[src/lsar_pkg.sv]
// shared types and constants for the light sensor auto-gain reader
// no dependencies
package lsar_pkg;

  // stream widths
  localparam int unsigned IN_DATA_W  = 8;
  localparam int unsigned IN_USER_W  = 3;
  localparam int unsigned OUT_DATA_W = 40;
  localparam int unsigned OUT_USER_W = 3;

  // sensor registers and field constants
  localparam logic [7:0]  GAIN_REG          = 8'h02;
  localparam logic [7:0]  HIGH_REG          = 8'h04;
  localparam logic [7:0]  LOW_REG           = 8'h05;
  localparam int unsigned OVERFLOW_BIT      = 6;
  localparam logic [15:0] FULL_SCALE        = 16'd16383;
  localparam logic [7:0]  RETRY_LIMIT_RESET = 8'd10;
  localparam logic [7:0]  FAIL_COUNT_MAX    = 8'hFF;

  typedef enum logic [1:0] {
    OP_START     = 2'd0,
    OP_XFER_DONE = 2'd1,
    OP_WAIT_DONE = 2'd2
  } opcode_e;

  typedef enum logic [2:0] {
    ACT_WRITE = 3'd0,
    ACT_READ  = 3'd1,
    ACT_WAIT  = 3'd2,
    ACT_OK    = 3'd3,
    ACT_FAIL  = 3'd4
  } action_e;

  typedef enum logic [3:0] {
    PH_IDLE   = 4'd0,
    PH_WRITE  = 4'd1,
    PH_SETTLE = 4'd2,
    PH_HIGH   = 4'd3,
    PH_LOW    = 4'd4,
    PH_RETRY  = 4'd5
  } phase_e;

  typedef enum logic {
    WAIT_LONG  = 1'b0,
    WAIT_SHORT = 1'b1
  } wait_kind_e;

  // one incoming event
  typedef struct packed {
    logic [1:0] opcode;
    logic       xfer_ok;
    logic [7:0] read_data;
  } event_t;

  // one outgoing command or result
  typedef struct packed {
    action_e     action;
    logic [7:0]  reg_addr;
    logic [7:0]  write_data;
    logic        wait_kind;
    logic [15:0] lux;
    logic [1:0]  gain_step;
  } result_t;

endpackage

[src/lsar_in_stage.sv]
// input register of the event stream
// depends on lsar_pkg
module lsar_in_stage (
  input  logic                           clk_i,
  input  logic                           rst_ni,
  input  logic                           s_axis_tvalid,
  output logic                           s_axis_tready,
  input  logic [lsar_pkg::IN_DATA_W-1:0] s_axis_tdata,  // read_data[7:0]
  input  logic [lsar_pkg::IN_USER_W-1:0] s_axis_tuser,  // opcode[1:0], xfer_ok[2]
  input  logic                           adv_i,
  output logic                           ev_valid_o,
  output lsar_pkg::event_t               ev_o
);
  import lsar_pkg::*;

  logic   valid_q;
  event_t ev_q;

  assign s_axis_tready = !valid_q || adv_i;

  // valid flag
  always_ff @(posedge clk_i or negedge rst_ni) begin
    if (!rst_ni) begin
      valid_q <= 1'b0;
    end else if (s_axis_tready) begin
      valid_q <= s_axis_tvalid;
    end
  end

  // payload, loaded on each transfer
  always_ff @(posedge clk_i) begin
    if (s_axis_tvalid && s_axis_tready) begin
      ev_q.opcode    <= s_axis_tuser[1:0];
      ev_q.xfer_ok   <= s_axis_tuser[2];
      ev_q.read_data <= s_axis_tdata;
    end
  end

  assign ev_valid_o = valid_q;
  assign ev_o       = ev_q;

endmodule

[src/lsar_core.sv]
// measurement sequencer: state registers and next command logic
// depends on lsar_pkg
module lsar_core (
  input  logic              clk_i,
  input  logic              rst_ni,
  input  logic              cfg_valid_i,
  input  logic [7:0]        cfg_data_i,
  input  logic              step_i,
  input  lsar_pkg::event_t  ev_i,
  output logic              res_valid_o,
  output lsar_pkg::result_t res_o
);
  import lsar_pkg::*;

  logic [7:0]  retry_limit_q;
  phase_e      phase_q, phase_d;
  logic [2:0]  gain_q, gain_d;
  logic [7:0]  fail_q, fail_d;
  logic [5:0]  high_q, high_d;
  logic        wr_ok_q, wr_ok_d;

  logic [7:0]  fail_inc;
  logic        give_up;
  logic [13:0] raw;
  logic [15:0] lux_scaled;
  logic [2:0]  gain_up;
  result_t     res;
  logic        res_vld;

  // configuration register
  always_ff @(posedge clk_i or negedge rst_ni) begin
    if (!rst_ni) begin
      retry_limit_q <= RETRY_LIMIT_RESET;
    end else if (cfg_valid_i) begin
      retry_limit_q <= cfg_data_i;
    end
  end

  // saturating failure count and give-up test
  assign fail_inc = (fail_q != FAIL_COUNT_MAX) ? fail_q + 8'd1 : fail_q;
  assign give_up  = fail_inc > retry_limit_q;
  assign gain_up  = gain_q + 3'd1;

  // raw reading scaled by gain step
  assign raw = {high_q, ev_i.read_data};
  always_comb begin
    case (gain_q)
      3'd0:    lux_scaled = {7'b0, raw[13:5]};
      3'd1:    lux_scaled = {5'b0, raw[13:3]};
      3'd2:    lux_scaled = {3'b0, raw[13:1]};
      default: lux_scaled = {raw, 2'b00};
    endcase
  end

  // next state and command
  always_comb begin
    phase_d = phase_q;
    gain_d  = gain_q;
    fail_d  = fail_q;
    high_d  = high_q;
    wr_ok_d = wr_ok_q;
    res     = '0;
    res_vld = 1'b0;

    case (ev_i.opcode)
      OP_START: begin
        gain_d         = 3'd0;
        fail_d         = 8'd0;
        phase_d        = PH_WRITE;
        res.action     = ACT_WRITE;
        res.reg_addr   = GAIN_REG;
        res_vld        = 1'b1;
      end
      OP_XFER_DONE: begin
        case (phase_q)
          PH_WRITE: begin
            wr_ok_d    = ev_i.xfer_ok;
            phase_d    = PH_SETTLE;
            res.action = ACT_WAIT;
            res_vld    = 1'b1;
          end
          PH_HIGH: begin
            res_vld = 1'b1;
            if (!ev_i.xfer_ok) begin
              fail_d = fail_inc;
              if (give_up) begin
                phase_d    = PH_IDLE;
                res.action = ACT_FAIL;
              end else begin
                phase_d       = PH_RETRY;
                res.action    = ACT_WAIT;
                res.wait_kind = WAIT_SHORT;
              end
            end else if (ev_i.read_data[OVERFLOW_BIT]) begin
              gain_d = gain_up;
              if (gain_up[2]) begin
                phase_d    = PH_IDLE;
                res.action = ACT_OK;
                res.lux    = FULL_SCALE;
              end else begin
                phase_d        = PH_WRITE;
                res.action     = ACT_WRITE;
                res.reg_addr   = GAIN_REG;
                res.write_data = {6'b0, gain_up[1:0]};
              end
            end else begin
              high_d       = ev_i.read_data[5:0];
              phase_d      = PH_LOW;
              res.action   = ACT_READ;
              res.reg_addr = LOW_REG;
            end
          end
          PH_LOW: begin
            res_vld = 1'b1;
            if (!ev_i.xfer_ok) begin
              fail_d = fail_inc;
              if (give_up) begin
                phase_d    = PH_IDLE;
                res.action = ACT_FAIL;
              end else begin
                phase_d       = PH_RETRY;
                res.action    = ACT_WAIT;
                res.wait_kind = WAIT_SHORT;
              end
            end else begin
              phase_d    = PH_IDLE;
              res.action = ACT_OK;
              res.lux    = lux_scaled;
            end
          end
          default: ;
        endcase
      end
      OP_WAIT_DONE: begin
        if (phase_q == PH_SETTLE) begin
          res_vld = 1'b1;
          if (!wr_ok_q) begin
            fail_d = fail_inc;
            if (give_up) begin
              phase_d    = PH_IDLE;
              res.action = ACT_FAIL;
            end else begin
              phase_d       = PH_RETRY;
              res.action    = ACT_WAIT;
              res.wait_kind = WAIT_SHORT;
            end
          end else begin
            phase_d      = PH_HIGH;
            res.action   = ACT_READ;
            res.reg_addr = HIGH_REG;
          end
        end else if (phase_q == PH_RETRY) begin
          gain_d       = 3'd0;
          phase_d      = PH_WRITE;
          res.action   = ACT_WRITE;
          res.reg_addr = GAIN_REG;
          res_vld      = 1'b1;
        end
      end
      default: ;
    endcase

    // gain step reported with every result, capped at step 3
    res.gain_step = gain_d[2] ? 2'd3 : gain_d[1:0];
  end

  // sequencer state
  always_ff @(posedge clk_i or negedge rst_ni) begin
    if (!rst_ni) begin
      phase_q <= PH_IDLE;
      gain_q  <= 3'd0;
      fail_q  <= 8'd0;
      high_q  <= 6'd0;
      wr_ok_q <= 1'b0;
    end else if (step_i) begin
      phase_q <= phase_d;
      gain_q  <= gain_d;
      fail_q  <= fail_d;
      high_q  <= high_d;
      wr_ok_q <= wr_ok_d;
    end
  end

  assign res_valid_o = res_vld;
  assign res_o       = res;

endmodule

[src/lsar_out_stage.sv]
// result register driving the command stream
// depends on lsar_pkg
module lsar_out_stage (
  input  logic                            clk_i,
  input  logic                            rst_ni,
  input  logic                            load_i,
  input  logic                            res_valid_i,
  input  lsar_pkg::result_t               res_i,
  output logic                            m_axis_tvalid,
  input  logic                            m_axis_tready,
  // reg_addr[7:0], write_data[15:8], wait_kind[16], lux[32:17], gain_step[34:33]
  output logic [lsar_pkg::OUT_DATA_W-1:0] m_axis_tdata,
  output logic [lsar_pkg::OUT_USER_W-1:0] m_axis_tuser   // action[2:0]
);
  import lsar_pkg::*;

  logic    valid_q;
  result_t res_q;

  // valid flag: set by a new result, cleared by a transfer
  always_ff @(posedge clk_i or negedge rst_ni) begin
    if (!rst_ni) begin
      valid_q <= 1'b0;
    end else if (load_i) begin
      valid_q <= res_valid_i;
    end else if (m_axis_tready) begin
      valid_q <= 1'b0;
    end
  end

  // payload
  always_ff @(posedge clk_i) begin
    if (load_i && res_valid_i) begin
      res_q <= res_i;
    end
  end

  assign m_axis_tvalid = valid_q;
  assign m_axis_tuser  = res_q.action;
  assign m_axis_tdata  = {5'b0, res_q.gain_step, res_q.lux, res_q.wait_kind,
                          res_q.write_data, res_q.reg_addr};

endmodule

[src/light_sensor_autogain_reader.sv]
// Light sensor auto-gain reader: sequences one auto-ranging measurement.
// Event stream in (s_axis): tuser carries the opcode (start, transfer done,
// wait done) and the transfer-ok flag, tdata the byte returned by a read.
// Command stream out (m_axis): tuser carries the action (write, read, wait,
// finished ok, finished failed), tdata the register address, write data,
// wait kind, scaled reading and gain step in use.
// Configuration: cfg_valid_i/cfg_data_i load the retry limit; always ready.
// Path: an event transfer goes into the input register, then its command into
// the result register, which drives m_axis_tvalid. Throughput is one event
// per cycle while the result register is free or being drained; the
// sequencer state updates in the single step between the two registers.
// Events that call for no command (completions with nothing pending,
// reserved opcode) update nothing and produce no transfer.
// Reset: both stream registers empty, sequencer idle, retry limit 10.
// Stall: while a command waits for m_axis_tready, one more event is held in
// the input register, after which s_axis_tready drops.
// depends on lsar_pkg, lsar_in_stage, lsar_core, lsar_out_stage
module light_sensor_autogain_reader (
  input  logic                            clk_i,
  input  logic                            rst_ni,
  input  logic                            cfg_valid_i,
  output logic                            cfg_ready_o,
  input  logic [7:0]                      cfg_data_i,     // retry_limit[7:0]
  input  logic                            s_axis_tvalid,
  output logic                            s_axis_tready,
  input  logic [lsar_pkg::IN_DATA_W-1:0]  s_axis_tdata,   // read_data[7:0]
  input  logic [lsar_pkg::IN_USER_W-1:0]  s_axis_tuser,   // opcode[1:0], xfer_ok[2]
  output logic                            m_axis_tvalid,
  input  logic                            m_axis_tready,
  // reg_addr[7:0], write_data[15:8], wait_kind[16], lux[32:17], gain_step[34:33]
  output logic [lsar_pkg::OUT_DATA_W-1:0] m_axis_tdata,
  output logic [lsar_pkg::OUT_USER_W-1:0] m_axis_tuser    // action[2:0]
);
  import lsar_pkg::*;

  logic    ev_valid;
  event_t  ev;
  logic    step;
  logic    res_valid;
  result_t res;

  assign cfg_ready_o = 1'b1;

  // an event moves on when the result register is free or being drained
  assign step = ev_valid && (!m_axis_tvalid || m_axis_tready);

  lsar_in_stage u_in (
    .clk_i        (clk_i),
    .rst_ni       (rst_ni),
    .s_axis_tvalid(s_axis_tvalid),
    .s_axis_tready(s_axis_tready),
    .s_axis_tdata (s_axis_tdata),
    .s_axis_tuser (s_axis_tuser),
    .adv_i        (step),
    .ev_valid_o   (ev_valid),
    .ev_o         (ev)
  );

  lsar_core u_core (
    .clk_i      (clk_i),
    .rst_ni     (rst_ni),
    .cfg_valid_i(cfg_valid_i),
    .cfg_data_i (cfg_data_i),
    .step_i     (step),
    .ev_i       (ev),
    .res_valid_o(res_valid),
    .res_o      (res)
  );

  lsar_out_stage u_out (
    .clk_i        (clk_i),
    .rst_ni       (rst_ni),
    .load_i       (step),
    .res_valid_i  (res_valid),
    .res_i        (res),
    .m_axis_tvalid(m_axis_tvalid),
    .m_axis_tready(m_axis_tready),
    .m_axis_tdata (m_axis_tdata),
    .m_axis_tuser (m_axis_tuser)
  );

endmodule

[config.mk]
export PLATFORM = sky130hd
export DESIGN_NAME = light_sensor_autogain_reader
export DESIGN_NICKNAME = d
export VERILOG_FILES = /design/src/lsar_pkg.sv /design/src/lsar_in_stage.sv /design/src/lsar_core.sv /design/src/lsar_out_stage.sv /design/src/light_sensor_autogain_reader.sv
export SDC_FILE = /design/constraint.sdc
export NUM_CORES = 1
export LEC_CHECK = 0
export BUFFER_PORTS_ARGS = -buffer_cell sky130_fd_sc_hd__buf_2
export CAP_MARGIN = 20
export CELL_PAD_IN_SITES_DETAIL_PLACEMENT = 0
export CELL_PAD_IN_SITES_GLOBAL_PLACEMENT = 2
export CORE_MARGIN = 10
export CORE_UTILIZATION = 32
export CTS_CLUSTER_SIZE = 28
export DETAILED_ROUTE_END_ITERATION = 12
export PLACE_DENSITY = 0.78
export SLEW_MARGIN = 20
export SYNTH_ARGS = -nofsm -noshare
export SYNTH_HDL_FRONTEND = slang
export SYNTH_SLANG_ARGS = --single-unit
[constraint.sdc]
create_clock -name clk_i -period 2.8 [get_ports clk_i]
set_clock_uncertainty 0.2 [all_clocks]
set_input_delay 0.56 -clock clk_i [delete_from_list [all_inputs] [get_ports clk_i]]
set_output_delay 0.56 -clock clk_i [all_outputs]
set_load 0.005 [all_outputs]
## After elaboration in Yosys (flattened, before gate mapping)

Index checks and enable logic that the tools add are counted.

| storage, ports and cells | value |
|---|---|
| register bits after elaboration | 81 |
| input bits | 24 |
| output and inout port bits | 46 |

| cells by class | value |
|---|---|
| $add $sub $neg | 2 |
| order comparisons | 1 |
| eq/ne operators | 16 |
| muxes and demuxes | 54 |
| bitwise gates (word level) | 4 |
| reductions and logical operators | 19 |

Operators by type and width:

| kind | count |
|---|---|
| $mux W16 | 5 |
| $mux W8 | 6 |
| $pmux W16 S3 | 1 |
| $mux W3 | 13 |
| $pmux W17 S2 | 1 |
| $pmux W11 S3 | 1 |
| $pmux W4 S3 | 2 |
| $pmux W8 S3 | 1 |
| $mux W11 | 2 |
| $pmux W3 S3 | 2 |
| $mux W4 | 4 |
| $mux W14 | 1 |
| $mux W1 | 10 |
| $mux W10 | 1 |
| $add A8 B1 Y8 const B | 1 |
| $eq A4 B2 Y1 const B | 2 |
| $eq A4 B3 Y1 const B | 2 |
| $gt A8 B8 Y1 | 1 |
| $ne A8 B8 Y1 const B | 1 |
| $reduce_and A4 Y1 | 2 |
| $ne A2 B2 Y1 const B | 3 |
| $reduce_and A6 Y1 | 1 |
| $reduce_and A5 Y1 | 1 |
| $reduce_or A5 Y1 | 1 |
| other kinds (23) | 31 |

## Longest topological paths before layout

Gate-level depths: netlist (run 1).

| depth | value |
|---|---|
| depth in word-level cells | 7 |
| gate-level depth with buffers | 12 |

## Hierarchy

From an unflattened synthesis (run 1), not the netlist that was laid out.

| second synthesis, totals | value |
|---|---|
| cell total of the unflattened synthesis | 409 |
| area total of the unflattened synthesis | 4,441.8 um2 |

Modules (own cells, without submodules):

| module | instances | cells an instance | area an instance (um2) | seq. area each (um2) |
|---|---|---|---|---|
| lsar_core | 1 | 342 | 2,807.7 | 728.2 |
| lsar_out_stage | 1 | 48 | 1,227.4 | 1,166.1 |
| lsar_in_stage | 1 | 15 | 384.1 | 355.3 |
| light_sensor_autogain_reader | 1 | 4 | 22.5 | 0.0 |

## Worst setup path after synthesis (run 1)

No wires, ideal clock.

| timing path | value |
|---|---|
| path kind | reg-to-reg |
| from | register u_core.fail_q[0] |
| to | register u_out.res_q, in the netlist u_out.m_axis_tdata[16], data pin |
| arrival time | 2,416 ps |
| required time | 2,440 ps |
| path slack | 24 ps |
| stages on the path, launching flop included | 13 |
| buffers on the path | 1 |
| clock period less this slack | 2,776 ps |
| path through | dfrtp_1 -> ha_1 -> and3_1 -> clkbuf_1 -> nand3_1 -> nand2_1 -> nand2_1 -> ha_1 -> nor2b_1 -> o211ai_1 -> a21oi_1 -> o21ai_0 -> nor3b_1 |

RTL lines:

| what | line | RTL |
|---|---|---|
| start, declared | lsar_core.sv:18 | `logic [7:0] fail_q, fail_d;` |
| start signal, assigned | lsar_core.sv:178 | `fail_q <= fail_d;` |
| end signal, assigned | lsar_out_stage.sv:34 | `res_q <= res_i;` |
| end, declared | lsar_out_stage.sv:18 | `result_t res_q;` |

## Worst setup path in the final report (run 1)

| timing path | value |
|---|---|
| from | register u_core.fail_q[0] |
| to | register u_core.phase_q[0] |

| on the way | value |
|---|---|
| longest elaborated chain between the ends | 7 |
| elaborated cells between the ends (all ways) | 11 |
| classes of those cells | 1 x add/sub; 1 x order compare; 1 x eq/ne; 8 x mux |

Ends and longest elaborated chain:

| what | line | RTL |
|---|---|---|
| $add A8 B1 Y8 / $ne A8 B8 Y1 (equally long branches) | lsar_core.sv:40 | `assign fail_inc = (fail_q != FAIL_COUNT_MAX) ? fail_q + 8'd1 : fail_q;` |
| $mux W8 * | lsar_core.sv:40 |  |
| $gt A8 B8 Y1 * | lsar_core.sv:41 | `assign give_up = fail_inc > retry_limit_q;` |
| $mux W3 * | lsar_core.sv:86, lsar_core.sv:117, lsar_core.sv:139 |  |
| $mux W3, or another cell as far along | lsar_core.sv:115 | `if (!ev_i.xfer_ok) begin` |
| $pmux W4 S3 / $mux W4 (equally long branches) | lsar_core.sv:75, lsar_core.sv:135 |  |
| $pmux W4 S3 * | lsar_core.sv:65 | `case (ev_i.opcode)` |
| end signal, assigned | lsar_core.sv:176 | `phase_q <= phase_d;` |
| end, declared | lsar_core.sv:16 | `phase_e phase_q, phase_d;` |

Every way passes the cells marked *; elsewhere a longest branch is shown, timed or not.
A chain may end at the register's enable or synchronous reset.

==> results of run 1 <==
==> path summary, 6_finish.rpt <==
kind | startpoint | end | slack, ns | cells past startpoint
min in group clk_i | s_axis_tdata[5] | u_in.ev_o[5] | 0.19 | 1
hold reg to reg | u_core.retry_limit_q[3] | u_core.retry_limit_q[3] | 0.31 | 2
max in group asynchronous | rst_ni | u_core.high_q[3] | 1.83 | 1
setup / recovery | u_core.fail_q[0] | u_core.phase_q[0] | 0.13 | 11
setup reg to reg | u_core.fail_q[0] | u_core.phase_q[0] | 0.13 | 11
hold / removal | rst_ni | u_core.wr_ok_q | 0.08 | 1
==> through the flow <==
stage	utilization, %	hold slack (ns)
2_1_floorplan	-	0.0644
3_3_place_gp	36.1	0.307
3_5_place_dp	36.1	0.311
4_1_cts	38.6	0.108
5_1_grt	38.8	0.145
6_report	38.8	0.0836
==> cells in the final DEF, fill, tap and decap left out, drive strengths merged, types with 3 or more instances in the layout <==
cell type | synthesis | layout
clkbuf | 17 | 11
edfxtp | 38 | 38
o211ai | 3 | 3
and3 | 8 | 8
nand2 | 39 | 39
o21a | 5 | 5
a222oi | 9 | 9
nand2b | 7 | 7
dfrtp | 29 | 29
mux2 | 9 | 9
xnor2 | 3 | 3
conb | 2 | 17
a31oi | 8 | 8
nor3b | 3 | 3
nand4 | 4 | 4
ha | 17 | 17
or2 | 9 | 9
a21oi | 22 | 22
a22o | 3 | 3
nor2 | 21 | 21
nor3 | 4 | 4
mux2i | 3 | 3
o2bb2ai | 3 | 3
nor2b | 6 | 6
clkinvlp | 0 | 3
o21ai | 25 | 25
inv | 19 | 19
nand3 | 13 | 13
buf | 21 | 68
==> cell type report <==
type	count	area share, %
Tap cell	147	3.96
Inverter	19	1.54
Multi-Input combinational cell	271	38.2
Clock inverter	5	1.32
Timing Repair Buffer	68	8.46
Sequential cell	69	41.3
Clock buffer	11	5.22
==> Yosys cell counts, types with 6 or more instances <==
master / number / area [um^2]
nand3_1: 13 / 65.1
nor2b_1: 6 / 37.5
nor2_1: 21 / 78.8
nand2b_1: 7 / 43.8
buf_4: 17 / 128
ha_1: 17 / 213
and3_1: 8 / 50.1
a31oi_1: 8 / 50.1
mux2_2: 9 / 101
a21oi_1: 22 / 110
or2_2: 7 / 43.8
nand2_1: 39 / 146
o21ai_0: 25 / 125
edfxtp_1: 38 / 1140
inv_1: 19 / 71.3
clkbuf_1: 17 / 63.8
a222oi_1: 9 / 90.1
dfrtp_1: 29 / 726
==> power by group through the flow <==
stage,clock [mW],sequential [mW],combinational (mW)
global placement,0,1.36,0.654
floorplan,0,1.31,0.488
detailed placement,0,1.37,0.669
CTS,1.19,1.35,0.672
global route,1.23,1.38,0.757
finish,1.16,1.35,0.671
==> sequential cells by signal (all words and copies together), names as in the netlist, 3 cells and up <==
register / cells
u_core.gain_q: 3
u_out.m_axis_tdata: 24
u_in.ev_o: 11
u_core.phase_q: 3
u_core.retry_limit_q: 8
u_core.high_q: 6
u_out.m_axis_tuser: 3
u_core.fail_q: 8
==> layer usage <==
layer / track usage [%] / vias up / part of all wire (%)
met1: 14.4 / 1480 / 43
met4: 5.09 / 0 / 1.5
met2: 18.9 / 99 / 49
met3: 3.37 / 11 / 6.8
li1: - / 1481 / -
met5: 0 / - / 0
==> kinds of logic after synthesis <==
| kind of cell | share of synthesized area (%) |
|---|---|
| AO/OA/AOI/OAI | 17.0 |
| XOR/XNOR | 0.900 |
| adder cells (fa/ha/maj) | 5.46 |
| buffers and inverters | 7.26 |
| flip-flops | 49.3 |
| multiplexers | 3.38 |
| other | 0.193 |
| AND/OR/NAND/NOR | 16.5 |
==> timing repair <==
| action | CTS | global route |
|---|---|---|
| gates resized for setup | 1 | 7 |
| pin swaps | 0 | 1 |
| endpoints found under the setup margin | 3 | 5 |
| cloned | 0 | 0 |
==> critical path: stages, from the launching register on <==
cell and delay [ns]:
dfrtp_1 0.38, ha_1 0.21, and3_1 0.21, buf_4 0.16, nand3_1 0.11, mux2i_2 0.25, ha_1 0.28, nand4_1 0.14
nand2b_1 0.15, and3_1 0.17, a221oi_2 0.05, o31a_1 0.24
==> impl_metrics.sql, run 1 <==
INSERT INTO impl_metrics (metric_group, metric, value, unit) VALUES
('status', 'run_status', 'completed', ''),
('final_layout', 'n_antenna_cell', '0', ''),
('sta', 'final_setup_fails', '0', ''),
('floorplan', 'die_w', '130', 'um'),
('power', 'power.combinational.fraction', '21.1', '%'),
('yosys', 'synthesis.instances', '382', ''),
('sta', 'slew-limit-headroom', '50.8', '%'),
('floorplan', 'initial_utilization', '32.5', '%'),
('route', 'detail_route.vias_per_cell', '5.21', ''),
('placement', 'gpl.final_weighted_congestion', '0.830', ''),
('floorplan', 'floorplan.die_area', '17000', 'um^2'),
('floorplan', 'placeableCoreArea', '12000', 'um^2'),
('clock_tree', 'clock_latency_at_the_later_pin_of_the_worst_skew_pair', '0.34', 'ns'),
('final_layout', 'fillCellCount', '1183', ''),
('clock_tree', 'post_cts_hold_buffer_count', '0', ''),
('clock_tree', 'clock_sinks', '69', ''),
('power', 'sw_frac_of_total', '29.9', '%'),
('placement', 'numPortBuffers', '52', ''),
('clock_tree', 'post-cts-setup-buffer-count', '0', ''),
('power', 'power.sequential.fraction', '42.5', '%'),
('final_layout', 'post_layout_nonfiller_instances', '590', ''),
('run', 'maxCapViolations', '0', ''),
('clock_tree', 'cts.htree.levels', '3', ''),
('yosys', 'syn-mean-instance-area', '10.2', 'um^2'),
('sta', 'finalMaxSlewViolations', '0', ''),
('grt', 'first_global_vias', '3082', ''),
('sta', 'setup_tns', '0', 'ns'),
('sta', 'maxClockFrequency', '375', 'MHz'),
('clock_tree', 'cts.clk_slew.worst_paths', '0.06', 'ns'),
('route', 'firstDrtPassIters', '5', ''),
('power', 'leakagePower', '1.94', 'nW'),
('route', 'ant_nets', '0', ''),
('floorplan', 'placementRows', '40', ''),
('grt', 'number_of_antenna_violations_at_the_first_check_in_global_routing', '0', ''),
('clock_tree', 'clock_path_buffers', '2', ''),
('floorplan', 'io_pins', '70', ''),
('yosys', 'synth_seq_area_share', '49.3', '%'),
('route', 'detailroute.via_count', '3071', ''),
('critical_path', 'end_kind', 'flip-flop', ''),
('route', 'detailedRoute.firstIterationViolations', '280', ''),
('route', 'drt_wl_total', '9.74', 'mm'),
('power', 'power_report.internal_total', '2.23', 'mW'),
('clock_tree', 'clock_tree_from_tritoncts', 'done', ''),
('yosys', 'synth_enable_flop_cells', '38', ''),
('final_layout', 'layout.cell_area.non_filler', '4650', 'um^2'),
('yosys', 'ys.flop_type', 'edfxtp_1', ''),
('sta', 'timing.final.crit_period', '2.67', 'ns'),
('critical_path', 'path_class', 'reg2reg', ''),
('yosys', 'post_synth_instance_area', '3890', 'um^2'),
('power', 'net-switching-power', '950', 'uW'),
('sta', 'rsz0062_at_grt', 'true', ''),
('power', 'p_total', '3.18', 'mW'),
('yosys', 'ys_async_sr_fraction', '44.9', '%'),
('sta', 'finalHoldViolations', '0', ''),
('critical_path', 'worst-endpoint-arrival', '2.69', 'ns'),
('yosys', 'postSynthRegisterBits', '69', ''),
('hold_path', 'holdCritPathClass', 'in2async', ''),
('final_layout', 'ff_latch_area', '1920', 'um^2'),
('sta', 'finalWorstSetupSlack', '0.132', 'ns'),
('placement', 'place_area', '4310', 'um^2'),
('critical_path', 'critPathRequiredTime', '2.82', 'ns'),
('route', 'route.detailed.wl_per_inst', '16.5', 'um'),
('power', 'power.density', '685', 'nW/um^2'),
('grt', 'globalRouteOverflowTotal', '0', ''),
('power', 'pwr-share-clk', '36.4', '%'),
('grt', 'grt_util_all_layers', '11.8', '%'),
('clock_tree', 'clockRootBuffer', 'clkbuf_16', ''),
('placement', 'hpwl', '7.26', 'mm'),
('final_layout', 'area_growth_syn_to_layout', '19.4', '%'),
('sta', 'post-route-period-util', '95.3', '%'),
('route', 'post-route-drc-count', '0', ''),
('final_layout', 'post_route_cells_drive_above_1_share', '25.3', '%'),
('floorplan', 'die-height', '130', 'um'),
('critical_path', 'critical_path_peak_fanout', '5', ''),
('yosys', 'synth_warnings', '0', ''),
('final_layout', 'multi_input_area', '1770', 'um^2'),
('placement', 'dp_cells', '574', ''),
('placement', 'preCtsSetupSlack', '-0.109', 'ns'),
('clock_tree', 'numCtsBuffers', '9', ''),
('yosys', 'synth.lib_cells_used.distinct', '57', ''),
('grt', 'grt_max_degree', '32', ''),
('grt', 'wire_length_of_the_first_global_routing_pass', '15.6', 'mm'),
('final_layout', 'layout.nets', '479', ''),
('critical_path', 'critPathLaunchType', 'flip-flop', ''),
('power', 'worst_ir_drop_vdd', '0.360', 'mV'),
('sta', 'timing_worst_slew_pin_value', '0.739', 'ns');
Power figures use the tool's default switching activity.
==> run 2: changes to the inputs <==
--- a/constraint.sdc
+++ b/constraint.sdc
@@ -3,3 +3,3 @@
 set_input_delay 0.56 -clock clk_i [delete_from_list [all_inputs] [get_ports clk_i]]
 set_output_delay 0.56 -clock clk_i [all_outputs]
-set_load 0.005 [all_outputs]
+set_load 0.1 [all_outputs]
==> impl_metrics.sql, run 2 (synthesis gave the netlist of run 1 again) <==
INSERT INTO impl_metrics (metric_group, metric, value, unit) VALUES
('grt', 'grt_use_met1', '14.2', '%'),
('power', 'pwr-share-clk', '33.2', '%'),
('critical_path', 'critPathLaunchType', 'flip-flop', ''),
('critical_path', 'critPathLaunch', 'u_core.fail_q[0]', ''),
('final_layout', 'layout.cells.most_common', 'buf_2', ''),
('critical_path', 'worstRegToRegCells', '10', ''),
('grt', 'globalRouteMet2Util', '18.5', '%'),
('run', 'maxCapViolations', '0', ''),
('critical_path', 'crit_end', 'u_out.m_axis_tuser[1]', ''),
('final_layout', 'layout.nets', '479', ''),
('clock_tree', 'numCtsBuffers', '9', ''),
('power', 'net-switching-power', '1.33', 'mW'),
('route', 'drt_wl_total', '9.41', 'mm'),
('sta', 'timing_worst_slew_pin_value', '0.753', 'ns'),
('power', 'sw_frac_of_total', '36.6', '%'),
('route', 'detail_route.vias_per_cell', '5.15', ''),
('floorplan', 'initial_utilization', '32.5', '%'),
('grt', 'number_of_antenna_violations_at_the_first_check_in_global_routing', '0', ''),
('route', 'route.detailed.wl_per_inst', '16.0', 'um'),
('critical_path', 'worst-endpoint-arrival', '2.54', 'ns'),
('clock_tree', 'clock_latency_at_the_later_pin_of_the_worst_skew_pair', '0.34', 'ns'),
('power', 'leakagePower', '1.96', 'nW'),
('sta', 'setup_tns', '0', 'ns'),
('power', 'worst_ir_drop_vdd', '0.309', 'mV'),
('grt', 'globalRouteOverflowTotal', '0', ''),
('final_layout', 'final_cell_mix', 'buf_2 (52), nand2_1 (39), edfxtp_1 (38)', ''),
('critical_path', 'end_kind', 'flip-flop', ''),
('grt', 'grt_util_all_layers', '11.7', '%'),
('power', 'power.combinational.fraction', '29.5', '%'),
('sta', 'finalMaxSlewViolations', '0', ''),
('floorplan', 'die-height', '130', 'um'),
('hold_path', 'holdCritPathClass', 'in2async', ''),
('final_layout', 'fillCellCount', '1195', ''),
('power', 'power_report.internal_total', '2.30', 'mW'),
('sta', 'maxClockFrequency', '379', 'MHz'),
('sta', 'rsz0062_at_grt', 'true', ''),
('floorplan', 'placeableCoreArea', '12000', 'um^2'),
('grt', 'first_global_vias', '3084', ''),
('clock_tree', 'clock_tree_from_tritoncts', 'done', ''),
('placement', 'hpwl', '7.05', 'mm'),
('sta', 'timing.final.crit_period', '2.64', 'ns'),
('clock_tree', 'post-cts-setup-buffer-count', '0', ''),
('critical_path', 'path_class', 'reg2reg', ''),
('sta', 'finalHoldViolations', '0', ''),
('placement', 'numPortBuffers', '52', ''),
('sta', 'post-route-period-util', '94.3', '%'),
('final_layout', 'flip_flop_count_of_the_largest_register_all_copies_and_words_added', '24', ''),
('sta', 'slew-limit-headroom', '49.8', '%'),
('sta', 'finalWorstSetupSlack', '0.158', 'ns'),
('floorplan', 'io_pins', '70', ''),
('grt', 'grt_max_degree', '32', ''),
('final_layout', 'n_antenna_cell', '0', ''),
('grt', 'wire_length_of_the_first_global_routing_pass', '15.5', 'mm'),
('critical_path', 'critical_path_peak_fanout', '6', ''),
('floorplan', 'placementRows', '40', ''),
('critical_path', 'regToRegEndpoint', 'u_out.m_axis_tuser[1]', ''),
('critical_path', 'critPathRequiredTime', '2.70', 'ns'),
('route', 'detailedRoute.firstIterationViolations', '205', ''),
('clock_tree', 'clock_path_buffers', '2', ''),
('power', 'power.sequential.fraction', '37.2', '%'),
('route', 'firstDrtPassIters', '5', ''),
('clock_tree', 'clock_sinks', '69', ''),
('final_layout', 'area_growth_syn_to_layout', '19.2', '%'),
('grt', 'met3_routing_resource_usage_after_global_routing', '4.06', '%'),
('critical_path', 'reg2reg_setup_slack', '0.16', 'ns'),
('power', 'power.density', '782', 'nW/um^2'),
('critical_path', 'r2r_start', 'u_core.fail_q[0]', ''),
('placement', 'gpl.final_weighted_congestion', '0.792', ''),
('sta', 'final_setup_fails', '0', ''),
('clock_tree', 'clockRootBuffer', 'clkbuf_16', ''),
('sta', 'worst_hold_slack', '0.0846', 'ns'),
('grt', 'grt_busiest_layer', 'met2', ''),
('route', 'detailroute.via_count', '3040', ''),
('placement', 'preCtsSetupSlack', '-0.108', 'ns'),
('route', 'ant_nets', '0', ''),
('floorplan', 'floorplan.die_area', '17000', 'um^2'),
('clock_tree', 'cts.htree.levels', '3', ''),
('route', 'post-route-drc-count', '0', ''),
('final_layout', 'post_route_cells_drive_above_1_share', '24.4', '%'),
('clock_tree', 'cts.clk_slew.worst_paths', '0.06', 'ns'),
('floorplan', 'die_w', '130', 'um'),
('status', 'run_status', 'completed', '');
-- run 2: cell count changes in the layout (fill, tap and decap cells not counted), sizes merged --
| cell | before | now |
|---|---|---|
| clkbuf | 11 | 12 |
| bufinv | 1 | 2 |
| clkinvlp | 3 | 0 |
| clkinv | 1 | 2 |
-- run 2: critical path, cell delays in order, from the launching register on --
cell and delay (ns):
dfrtp_1 0.38, ha_1 0.21, and3_1 0.21, nand3_2 0.14, nand4_1 0.12, xnor2_1 0.14
ha_1 0.29, nand4_1 0.11, a21oi_1 0.23, o21ai_2 0.13, a21bo_2 0.22
-- run 2: repair_timing --
| item | in CTS | in global routing |
|---|---|---|
| endpoints found under the setup margin | 3 | 5 |
| gates resized for setup | 1 | 4 |
| hold buffers | 0 | 0 |
| pin swaps | 1 | 0 |
-- run 2: power by group through the flow --
stage | combinational (mW) | clock (mW) | sequential [mW]
after floorplan | 0.593 | 0 | 1.61
after global placement | 1.06 | 0 | 1.36
after detailed placement | 1.07 | 0 | 1.37
after CTS | 1.08 | 1.23 | 1.35
after global routing | 1.16 | 1.28 | 1.37
final | 1.07 | 1.21 | 1.35
-- run 2: routing by layer --
metal	wire length, um	up-vias
met5	0	-
met1	4130	1460
met4	138	0
met2	4470	86
li1	-	1478
met3	676	16
-- run 2: how the worst min path moves through the flow --
| stage | start | endpoint | slack (ns) | cells past startpoint |
|---|---|---|---|---|
| 6_report | rst_ni | u_core.retry_limit_q[5] | 0.08 | 1 |
| 5_1_grt | rst_ni | u_core.gain_q[2] | 0.14 | 1 |
| 4_1_cts | rst_ni | u_core.retry_limit_q[5] | 0.10 | 1 |
| 3_5_place_dp | u_core.retry_limit_q[3] | u_core.retry_limit_q[3] | 0.31 | 2 |
| 3_3_place_gp | u_core.retry_limit_q[3] | u_core.retry_limit_q[3] | 0.30 | 2 |
| 2_1_floorplan | rst_ni | u_core.fail_q[0] | 0.06 | 0 |
-- run 2: area by class of cell --
cell class	instances	area, um^2	share of cell area [%]
flip-flops and latches	69	1920	41.4
multi-input cells	271	1760	37.9
repair buffers	68	393	8.47
clock buffers	12	236	5.10
well taps	147	184	3.96
clock inverters	4	73.8	1.59
inverters	19	71.3	1.54
-- run 2: metrics by stage --
step | area, um^2 | power, mW | util, % | instances
after floorplan | 3950 | 2.21 | - | 397
after global placement | 4320 | 2.42 | 36.1 | 574
after detailed placement | 4320 | 2.44 | 36.1 | 574
after CTS | 4630 | 3.65 | 38.7 | 590
after global routing | 4640 | 3.81 | 38.8 | 590
final | 4640 | 3.63 | 38.8 | 590
